### config.mk
export PLATFORM = sky130hd
export DESIGN_NAME = sdc_ctrl
export DESIGN_NICKNAME = d
export VERILOG_FILES = /design/src/hw/rtl/sdc_pkg.sv /design/src/hw/rtl/sdc_ctrl.sv
export SDC_FILE = /design/constraint.sdc
export NUM_CORES = 1
export LEC_CHECK = 0
export ABC_AREA = 1
export BUFFER_PORTS_ARGS = -buffer_cell sky130_fd_sc_hd__buf_4
export CORE_AREA = 2 2 39 41
export DETAILED_ROUTE_END_ITERATION = 16
export DIE_AREA = 0 0 41 43
export PLACE_DENSITY = 0.55
export SYNTH_ARGS = -nofsm -noshare
export SYNTH_HDL_FRONTEND = slang
export SYNTH_SLANG_ARGS = --single-unit
### constraint.sdc
create_clock -name clock -period 1.4 [get_ports clock]
set_input_delay 0.14 -clock clock [delete_from_list [all_inputs] [get_ports clock]]
set_output_delay 0.14 -clock clock [all_outputs]
set_load 0.005 [all_outputs]
### src/hw/rtl/sdc_pkg.sv
`default_nettype none

package sdc_pkg;

   // Bus window geometry.
   localparam int ADDR_BITS    = 20;
   localparam int BUF_WORDS    = 512;
   localparam int BUF_IDX_BITS = $clog2(BUF_WORDS);
   localparam int DATA_W       = 64;
   localparam int CAP_W        = 32;
   localparam int COUNTDOWN_W  = CAP_W + 1;
   localparam int XCOUNT_W     = 4;
   localparam int COUNT_BITS   = 3;

   localparam logic [ADDR_BITS-1:0] BUF_OFFSET = ADDR_BITS'(524288);
   localparam logic [ADDR_BITS:0]   BUF_BYTES  = (ADDR_BITS + 1)'(BUF_WORDS * 8);

   // Register offsets inside the window.
   localparam logic [ADDR_BITS-1:0] REG_CONTROL  = ADDR_BITS'(0);
   localparam logic [ADDR_BITS-1:0] REG_COUNT    = ADDR_BITS'(8);
   localparam logic [ADDR_BITS-1:0] REG_SECTOR   = ADDR_BITS'(16);
   localparam logic [ADDR_BITS-1:0] REG_CAPACITY = ADDR_BITS'(24);

   // Beat kinds carried in req_tuser.
   localparam int REQ_USER_W = 2;
   localparam logic [REQ_USER_W-1:0] OP_READ  = 2'd0;
   localparam logic [REQ_USER_W-1:0] OP_WRITE = 2'd1;
   localparam logic [REQ_USER_W-1:0] OP_TICK  = 2'd2;

   // Request data layout: address, then write data.
   localparam int REQ_ADDR_LSB  = 0;
   localparam int REQ_WDATA_LSB = ADDR_BITS;
   localparam int REQ_DATA_W    = ((ADDR_BITS + DATA_W + 7) / 8) * 8;

   // Response data layout, lowest field first.
   localparam int RSP_READ_LSB   = 0;
   localparam int RSP_FAULT_BIT  = DATA_W;
   localparam int RSP_IRQ_BIT    = DATA_W + 1;
   localparam int RSP_XV_BIT     = DATA_W + 2;
   localparam int RSP_XW_BIT     = DATA_W + 3;
   localparam int RSP_XS_LSB     = DATA_W + 4;
   localparam int RSP_XC_LSB     = RSP_XS_LSB + DATA_W;
   localparam int RSP_DATA_W     = RSP_XC_LSB + XCOUNT_W;

   // Control register bits.
   localparam int CB_W         = 6;
   localparam int CB_START_BIT = 0;
   localparam int CB_IEN_BIT   = 1;
   localparam int CB_WRITE_BIT = 2;
   localparam int CB_ERROR_BIT = 3;
   localparam int CB_DONE_BIT  = 4;
   localparam int CB_READY_BIT = 5;

   // Configuration register indexes and reset values.
   localparam int CSR_INDEX_W = 2;
   localparam logic [CSR_INDEX_W-1:0] CSR_TOTAL   = 2'd0;
   localparam logic [CSR_INDEX_W-1:0] CSR_STARTUP = 2'd1;
   localparam logic [CSR_INDEX_W-1:0] CSR_BASE    = 2'd2;
   localparam logic [CSR_INDEX_W-1:0] CSR_SPAN    = 2'd3;

   localparam logic [CAP_W-1:0] TOTAL_RESET   = 32'd0;
   localparam logic [CAP_W-1:0] STARTUP_RESET = 32'd1000;
   localparam logic [CAP_W-1:0] BASE_RESET    = 32'd100;
   localparam logic [CAP_W-1:0] SPAN_RESET    = 32'd1000;

   // What an expiring countdown stands for.
   localparam logic PEND_STARTUP = 1'b0;
   localparam logic PEND_COMMAND = 1'b1;

   // Commands from the controller to the datapath.
   typedef struct packed {
      logic capture;
      logic exec;
      logic mul;
      logic div_start;
      logic load_count;
      logic load_out;
      logic clear_step;
   } sdc_cmd_type;

   // Status from the datapath to the controller.
   typedef struct packed {
      logic clear_last;
      logic exec_seek;
      logic div_done;
   } sdc_status_type;

endpackage

`default_nettype wire

### src/hw/rtl/sdc_ctrl.sv
`default_nettype none

// Sequencer of the disk controller: clears the buffer after reset, then
// takes one request beat at a time through execution, the optional seek
// computation and the response register.
module sdc_ctrl (
   input  wire logic                    clock,
   input  wire logic                    reset,
   input  wire logic                    req_tvalid,
   output logic                         req_tready,
   output logic                         rsp_tvalid,
   input  wire logic                    rsp_tready,
   output sdc_pkg::sdc_cmd_type         cmd,
   input  wire sdc_pkg::sdc_status_type status
);

   localparam logic [2:0] S_CLEAR     = 3'd0;
   localparam logic [2:0] S_IDLE      = 3'd1;
   localparam logic [2:0] S_EXEC      = 3'd2;
   localparam logic [2:0] S_MUL       = 3'd3;
   localparam logic [2:0] S_DIV_START = 3'd4;
   localparam logic [2:0] S_DIV_WAIT  = 3'd5;
   localparam logic [2:0] S_OUT       = 3'd6;

   logic [2:0] state_ff, state_in;
   logic       out_valid_ff, out_valid_in;

   // Next state, commands and response valid.
   always_comb begin
      state_in     = state_ff;
      cmd          = '0;
      out_valid_in = out_valid_ff;
      if (out_valid_ff && rsp_tready) begin
         out_valid_in = 1'b0;
      end
      unique case (state_ff)
         S_CLEAR: begin
            cmd.clear_step = 1'b1;
            if (status.clear_last) begin
               state_in = S_IDLE;
            end
         end
         S_IDLE: begin
            if (req_tvalid) begin
               cmd.capture = 1'b1;
               state_in    = S_EXEC;
            end
         end
         S_EXEC: begin
            cmd.exec = 1'b1;
            state_in = status.exec_seek ? S_MUL : S_OUT;
         end
         S_MUL: begin
            cmd.mul  = 1'b1;
            state_in = S_DIV_START;
         end
         S_DIV_START: begin
            cmd.div_start = 1'b1;
            state_in      = S_DIV_WAIT;
         end
         S_DIV_WAIT: begin
            if (status.div_done) begin
               cmd.load_count = 1'b1;
               state_in       = S_OUT;
            end
         end
         S_OUT: begin
            if (!out_valid_ff || rsp_tready) begin
               cmd.load_out = 1'b1;
               out_valid_in = 1'b1;
               state_in     = S_IDLE;
            end
         end
         default: begin
            state_in = S_CLEAR;
         end
      endcase
   end

   always_ff @(posedge clock) begin
      if (reset) begin
         state_ff     <= S_CLEAR;
         out_valid_ff <= 1'b0;
      end else begin
         state_ff     <= state_in;
         out_valid_ff <= out_valid_in;
      end
   end

   assign req_tready = (state_ff == S_IDLE);
   assign rsp_tvalid = out_valid_ff;

endmodule

`default_nettype wire

---- Word level (Yosys, flattened, before mapping) ----
Index checks and enable logic that the tools add are counted.
storage, ports and cells
  output and inout bits ................... 9
  bits in writable memories ............... 0
  input bits .............................. 7
  register bits ........................... 4
  word-level logic and storage cells ...... 36
  latch bits .............................. 0
  memories ................................ 0
  memory bits (read-only) ................. 0
operators by class
  magnitude comparators ................... 0
  eq/ne operators ......................... 10
  div/mod/pow operators ................... 0
  multiply operators ...................... 0
  mux-type cells .......................... 19
  bitwise operators ....................... 0
  shifts and indexed selects .............. 0
  $add $sub $neg .......................... 0
  reductions and logical operators ........ 5
operators with widths
  cell                                            count
  case mux 3 bit (7 select lines)                 1
  2-to-1 mux 3 bit                                5
  2-to-1 mux 1 bit                                13
  == test 3 bit (second input constant)           3
  inequality test 2 bit (second input constant)   4
  == test 3 x 2 -> 1 bit (second input constant)  2
  AND reduction 4 bit                             1
  == test 3 x 1 -> 1 bit (second input constant)  1
  logical NOT 3 bit                               1
  logical AND 1 bit                               1
  logical NOT 1 bit                               1
  logical OR 1 bit                                1

---- Depth between registers and ports, before layout ----
Gate-level depths: netlist of run 1.
  depth after elaboration ................. 4
  mapped depth ............................ 7
  depth with buffers taken out ............ 6

---- Least setup slack after synthesis of run 1 ----
No wires, ideal clock.
  path type ............................... register to register
  start point ............................. register state_ff[0]
  end point ............................... register state_ff[2]
  library setup time ...................... 0.119 ns
  buffers on the path ..................... 1
  period minus slack after synthesis ...... 1.000 ns
  arrival time ............................ 0.881 ns
  cell stages (with the launch flop) ...... 8
  required time ........................... 1.281 ns
  slack ................................... 0.400 ns
  cells stage by stage .................... dfxtp_1 buf_6 inv_2 nand3_2 o21ai_2 nor2_2 nand2_1 a21oi_2
on the way
  cells in the longest elaborated chain, start to end .. 3
  elaborated cells on any way between the ends .. 13
  classes of those cells .................. eq/ne: 10; mux: 1; reduce/logical: 2
ends and longest elaborated chain
  what                                         line            text
  from (decl)                                  sdc_ctrl.sv:25  logic [2:0] state_ff, state_in;
  from (signal assigned)                       sdc_ctrl.sv:85  state_ff <= state_in;
  == test 3 bit, or another cell as far along  sdc_ctrl.sv:36  unique case (state_ff)
  inequality test 2 bit (no line)              -
  AND reduction 4 bit (no line)                -
Several ways; a longest one is shown, not always the timed one.
A chain may end at the register's enable or synchronous reset.

==> results.json, run 1 <==
{
  "grt_remaining_overflow": 0,
  "largest_net_degree_at_the_start_of_global_routing": 10,
  "insertion_delay_ns": 0.23,
  "grt_setup_unrepaired": "no",
  "dp_hpwl_um": 612.1,
  "cts-resized-gates": 0,
  "critPathMaxFanout": 8,
  "detailed_place.area_um2": 457.9,
  "timing.critical_path.from_type": "flop",
  "ios": 16,
  "synthesis.nets": 62,
  "worst_hold_path.endpoint": "state_ff[2]",
  "grt_pass1_wl_um": 1186,
  "dr_iter_0_viols": 6,
  "layout.cells.most_common_list": "15 x buf_4, 10 x nand2_1, 8 x inv_1",
  "worst_ir_drop_vdd_mv": 0.3532,
  "drcViolationCount": 0,
  "drt_first_pass_iters": 4,
  "initial_core_util_pct": 25.95,
  "maxClockFrequency_mhz": 754.1,
  "floorplan.core_area_mm2": 0.001384,
  "leakagePower_nw": 0.2542,
  "cpPeakStageDelay_ns": 0.53,
  "gate_family_responsible_for_the_most_delay_along_the_worst_path": "flip-flops",
  "gr-usage-all-layers_pct": 9.950,
  "overall_via_count_from_detail_route": 366,
  "number_of_endpoints_with_negative_hold_slack_in_the_final_report": 0,
  "vias_per_cell": 4.256,
  "fin_crit_sh_pct": 94.72,
  "synth_cell_types": 21,
  "rr_endpoint": "state_ff[2]",
  "syn_avg_cell_area_um2": 6.529,
  "run_status": "finished, final reports clean",
  "cts_tree": "done",
  "r2r_start": "state_ff[1]",
  "worst_hold_startpoint": "reset",
  "post_synth_instance_area_um2": 359.1,
  "drt-wirelength-per-cell_um": 8.291,
  "routed_wirelength_um": 713,
  "numCtsBuffers": 3,
  "die-area_mm2": 0.001763,
  "max_cap_viol_count": 0,
  "hold_path_class": "input port to flop",
  "data_arrival_time_of_the_critical_path_ns": 1.19,
  "timing.final.crit_period_ns": 1.326,
  "areaGrowthSynthToFinish_pct": 34.49,
  "clock_tree.buffer_depth": 2,
  "drive_gt1_share_pct": 42.86,
  "layout_commonest_cell": "buf_4",
  "setup_fix_buffers_added_after_clock_tree_synthesis": 0,
  "worst_pin_slew_ns": 0.3667,
  "cts_num_sinks": 4,
  "regToRegSetupSlack_ns": 0.20,
  "synth_seq_cells": 4,
  "synth.top_cells.by_area": "dfxtp_1 22%, nand2_1 10%, buf_6 9.4%",
  "synth_top_area_share_pct": 22.30,
  "antenna_diodes": 0,
  "crit_buf_inv": 1,
  "cell_count_after_synthesis": 55,
  "worstHoldPathCells": 2,
  "final_core_utilization_pct": 34.90,
  "relSlewSlack_pct": 75.52,
  "htreeDepth": 1,
  "powerDensity_mw_per_mm2": 959.6,
  "grt_antenna_before_repair": 0,
  "routability_congestion_estimate_from_global_placement": 0.7508,
  "port_buffers": 15,
  "setup.worst_path.class": "flop to output pin",
  "antenna_violating_nets_remaining": 0,
  "number_of_warnings_reported_in_the_yosys_synthesis_log": 0,
  "number_of_global_route_vias_before_repair": 303,
  "clock_skew_ns": 0.004869,
  "timing.critical_path.to_type": "output pin",
  "finalSetupTns_ns": 0,
  "die_height_um": 43,
  "placementRows": 14,
  "timing.final.max_slew_violations": 0,
  "clkSlewWorstSetupHoldPaths_ns": 0.04,
  "yosys.area.top_type": "dfxtp_1",
  "crit_slowest_cell": "dfxtp_1",
  "net_count_final": 79,
  "cp_data_required_time_ns": 1.26,
  "post-layout-total-power_mw": 0.4635,
  "setup_viol_count_final": 0,
  "crit_path_cell_trace": "nand3_2 -> a21oi_1 -> buf_4",
  "synth.yosys.seq_area_share_pct": 22.30,
  "postLayoutCellArea_um2": 483.0,
  "die-width_um": 41,
  "cts-hold-fix-buffers": 0,
  "cts_root_buf": "clkbuf_4",
  "rr_worst_depth": 5
}
[cells in the mapped netlist]
cell type and instances:
dfxtp_1 4, a21oi_2 1, nand2_1 10, inv_1 8, nand3_2 1, o21bai_1 1
a21oi_1 3, nor3_4 1, a211oi_1 1, or2_0 1, nand3_1 5, nor2_2 3
nor2_1 5, inv_2 2, o21ai_2 1, o21ai_0 1, inv_4 1, nor3_1 1
o21ai_1 1, nand4_1 1, buf_6 3
[stage by stage]
stage,instances,setup slack [ns],hold slack [ns]
floorplan,55,0.4004,0.2024
global placement,83,0.1468,0.3325
detailed placement,83,0.1492,0.3298
CTS,86,0.02012,0.08986
finish,86,0.07396,0.08804
global route,86,0.001241,0.08001
[worst max path at each step]
stage / from / end / slack [ns] / cells past startpoint
2_1_floorplan: state_ff[0] / state_ff[2] / 0.40 / 7
3_3_place_gp: state_ff[2] / state_ff[2] / 0.15 / 5
3_5_place_dp: state_ff[2] / state_ff[2] / 0.15 / 5
4_1_cts: state_ff[2] / cmd[1] / 0.02 / 3
5_1_grt: state_ff[1] / cmd[1] / 0.001 / 3
6_report: state_ff[1] / cmd[1] / 0.07 / 3
[area by class of cell]
| class | instances | area (um^2) |
|---|---|---|
| inverters | 11 | 43.79 |
| multi-input cells | 37 | 201.4 |
| repair buffers | 15 | 112.6 |
| fillers | 157 | 900.9 |
| clock buffers | 3 | 22.52 |
| flip-flops and latches | 4 | 82.58 |
| well taps | 16 | 20.02 |
[flip-flops by register name (all words and copies together), names as in the netlist]
| name | cells |
|---|---|
| rsp_tvalid | 1 |
| state_ff | 3 |
[per-layer routing]
metal	share of wire [%]	global-route usage (%)	vias up
met1	46	14.19	151
met3	5.2	1.571	0
li1	-	-	205
met5	0	0	-
met2	49	12.50	10
met4	0	8.000	0
[kinds of logic (layout without fill, tap and decap cells)]
| logic type | after synthesis | after routing | synth area share [%] |
|---|---|---|---|
| DFF | 4 | 4 | 22.30 |
| and+or+nand+nor | 28 | 28 | 40.07 |
| AOI/OAI and AO/OA | 9 | 9 | 16.03 |
| buffers and inverters | 14 | 29 | 21.60 |
[power breakdown]
part / switching [mW] / internal [mW] / leakage, nW
logic: 0.0812 / 0.0824 / 0.207
registers: 0.0342 / 0.128 / 0.0334
clock network: 0.0420 / 0.0955 / 0.0138
total: 0.157 / 0.306 / 0.254
Power figures use the tool's default switching activity.
==> inputs of run 2 (changes only) <==
--- a/config.mk
+++ b/config.mk
@@ -10,6 +10,7 @@
 export CORE_AREA = 2 2 39 41
 export DETAILED_ROUTE_END_ITERATION = 16
 export DIE_AREA = 0 0 41 43
+export GPL_TIMING_DRIVEN = 0
 export PLACE_DENSITY = 0.55
 export SYNTH_ARGS = -nofsm -noshare
 export SYNTH_HDL_FRONTEND = slang
==> run 2 against run 1 <==
First-iteration DRC count up 120%; utilization up 2.3 points; final area up 6.5%.
==> results.json, run 2 (synthesis results as in run 1) <==
{
  "finalSetupTns_ns": 0,
  "grt-busiest-layer": "met2",
  "dr_iter_0_viols": 13,
  "timing.final.max_slew_violations": 0,
  "net_count_final": 82,
  "cp_num_cells": 5,
  "postLayoutSetupSlackWorst_ns": 0.1645,
  "crit_slowest_cell": "dfxtp_1",
  "relSlewSlack_pct": 88.53,
  "port_buffers": 15,
  "clkSlewWorstSetupHoldPaths_ns": 0.04,
  "clock_skew_ns": 0.001957,
  "cts-resized-gates": 0,
  "timing.final.crit_period_ns": 1.236,
  "routability_congestion_estimate_from_global_placement": 0.7776,
  "antenna_diodes": 0,
  "endpoint": "cmd[1]",
  "data_arrival_time_of_the_critical_path_ns": 1.10,
  "crit_buf_inv": 3,
  "rr_endpoint": "state_ff[2]",
  "groute.layer.met3.usage_pct": 0,
  "drive_gt1_share_pct": 42.47,
  "initial_core_util_pct": 25.95,
  "gr-usage-all-layers_pct": 9.246,
  "grt_remaining_overflow": 0,
  "areaGrowthSynthToFinish_pct": 43.21,
  "detailed_place.area_um2": 491.7,
  "number_of_endpoints_with_negative_hold_slack_in_the_final_report": 0,
  "dp_worst_setup_slack_ns": 0.3337,
  "drt-wirelength-per-cell_um": 8.438,
  "grt_use_met2_pct": 13.13,
  "run_status": "finished, final reports clean",
  "cts_num_sinks": 4,
  "max_cap_viol_count": 0,
  "drt_first_pass_iters": 4,
  "die-area_mm2": 0.001763,
  "die-width_um": 41,
  "routed_wirelength_um": 751,
  "cpPeakStageDelay_ns": 0.30,
  "fin_crit_sh_pct": 88.25,
  "timing.critical_path.from_type": "flop",
  "cts_root_buf": "clkbuf_4",
  "maxClockFrequency_mhz": 809.4,
  "numCtsBuffers": 3,
  "vias_per_cell": 4.270,
  "layout_commonest_cell": "buf_4",
  "rr_worst_depth": 7,
  "grt_util_met1_pct": 12.26,
  "largest_register_ff_count": 3,
  "postLayoutCellArea_um2": 514.2,
  "grt_antenna_before_repair": 0,
  "hold_path_class": "input port to flop",
  "setup_viol_count_final": 0,
  "layout.cells.most_common_list": "15 x buf_4, 10 x nand2_1, 8 x inv_1",
  "timing.critical_path.to_type": "output pin",
  "largest_net_degree_at_the_start_of_global_routing": 10,
  "htreeDepth": 1,
  "gate_family_responsible_for_the_most_delay_along_the_worst_path": "buffers and inverters",
  "ios": 16,
  "overall_via_count_from_detail_route": 380,
  "insertion_delay_ns": 0.23,
  "cts_tree": "done",
  "max_flop_register": "state_ff",
  "worst_hold_startpoint": "reset",
  "clock_tree.buffer_depth": 2,
  "worstHoldPathCells": 2,
  "critPathMaxFanout": 9,
  "placementRows": 14,
  "worst_pin_slew_ns": 0.1703,
  "powerDensity_mw_per_mm2": 952.2,
  "setup.worst_path.class": "flop to output pin",
  "setup_fix_buffers_added_after_clock_tree_synthesis": 0,
  "crit_path_cell_trace": "buf_6 -> inv_2 -> nand3_2 -> a21oi_1 -> buf_4",
  "critical_path.startpoint": "state_ff[0]",
  "leakagePower_nw": 0.2718,
  "number_of_global_route_vias_before_repair": 300,
  "worst_ir_drop_vdd_mv": 0.2312,
  "grt_setup_unrepaired": "no",
  "grt_pass1_wl_um": 1090,
  "regToRegSetupSlack_ns": 0.33,
  "drcViolationCount": 0,
  "r2r_start": "state_ff[0]",
  "cts-hold-fix-buffers": 0,
  "floorplan.core_area_mm2": 0.001384,
  "cp_data_required_time_ns": 1.26,
  "post-layout-total-power_mw": 0.4897,
  "die_height_um": 43,
  "dp_hpwl_um": 598.6,
  "antenna_violating_nets_remaining": 0
}
-- run 2: changes by cell type in the layout (fill, tap and decap cells not counted) --
cell	delta
buf_6	+3
dfxtp_2	-2
dfxtp_1	+2
-- run 2: worst min-delay path by stage --
stage and end:
2_1_floorplan state_ff[2], 3_3_place_gp state_ff[2], 3_5_place_dp state_ff[2], 4_1_cts state_ff[2], 5_1_grt state_ff[2], 6_report state_ff[2]
-- run 2: metrics by stage --
stage	hold WS, ns	std cells	util, %
floorplan	0.2024	55	-
global placement	0.3311	86	35.53
detailed placement	0.3325	86	35.53
CTS	0.08663	89	37.16
global route	0.09455	89	37.16
finish	0.09088	89	37.16
-- run 2: where the power goes --
group          switching [mW]  internal, mW  leakage (nW)
registers             0.00450         0.126        0.0327
logic                   0.115         0.103         0.225
clock network          0.0445        0.0957        0.0138
total                   0.164         0.325         0.272
-- run 2: final cells by class --
cell class,instances,area [um^2]
Fill cell,159,869.6
Buffer,3,33.78
Tap cell,16,20.02
Inverter,11,43.79
Clock buffer,3,22.52
Sequential cell,4,80.08
Multi-Input combinational cell,37,201.4
Timing Repair Buffer,15,112.6
-- run 2: per-layer routing --
metal,part of all wire [%],wire [um],up-vias
met5,0,0,-
met2,47,356,10
met3,4.7,35,0
met4,0,0,0
li1,-,-,209
met1,48,359,161
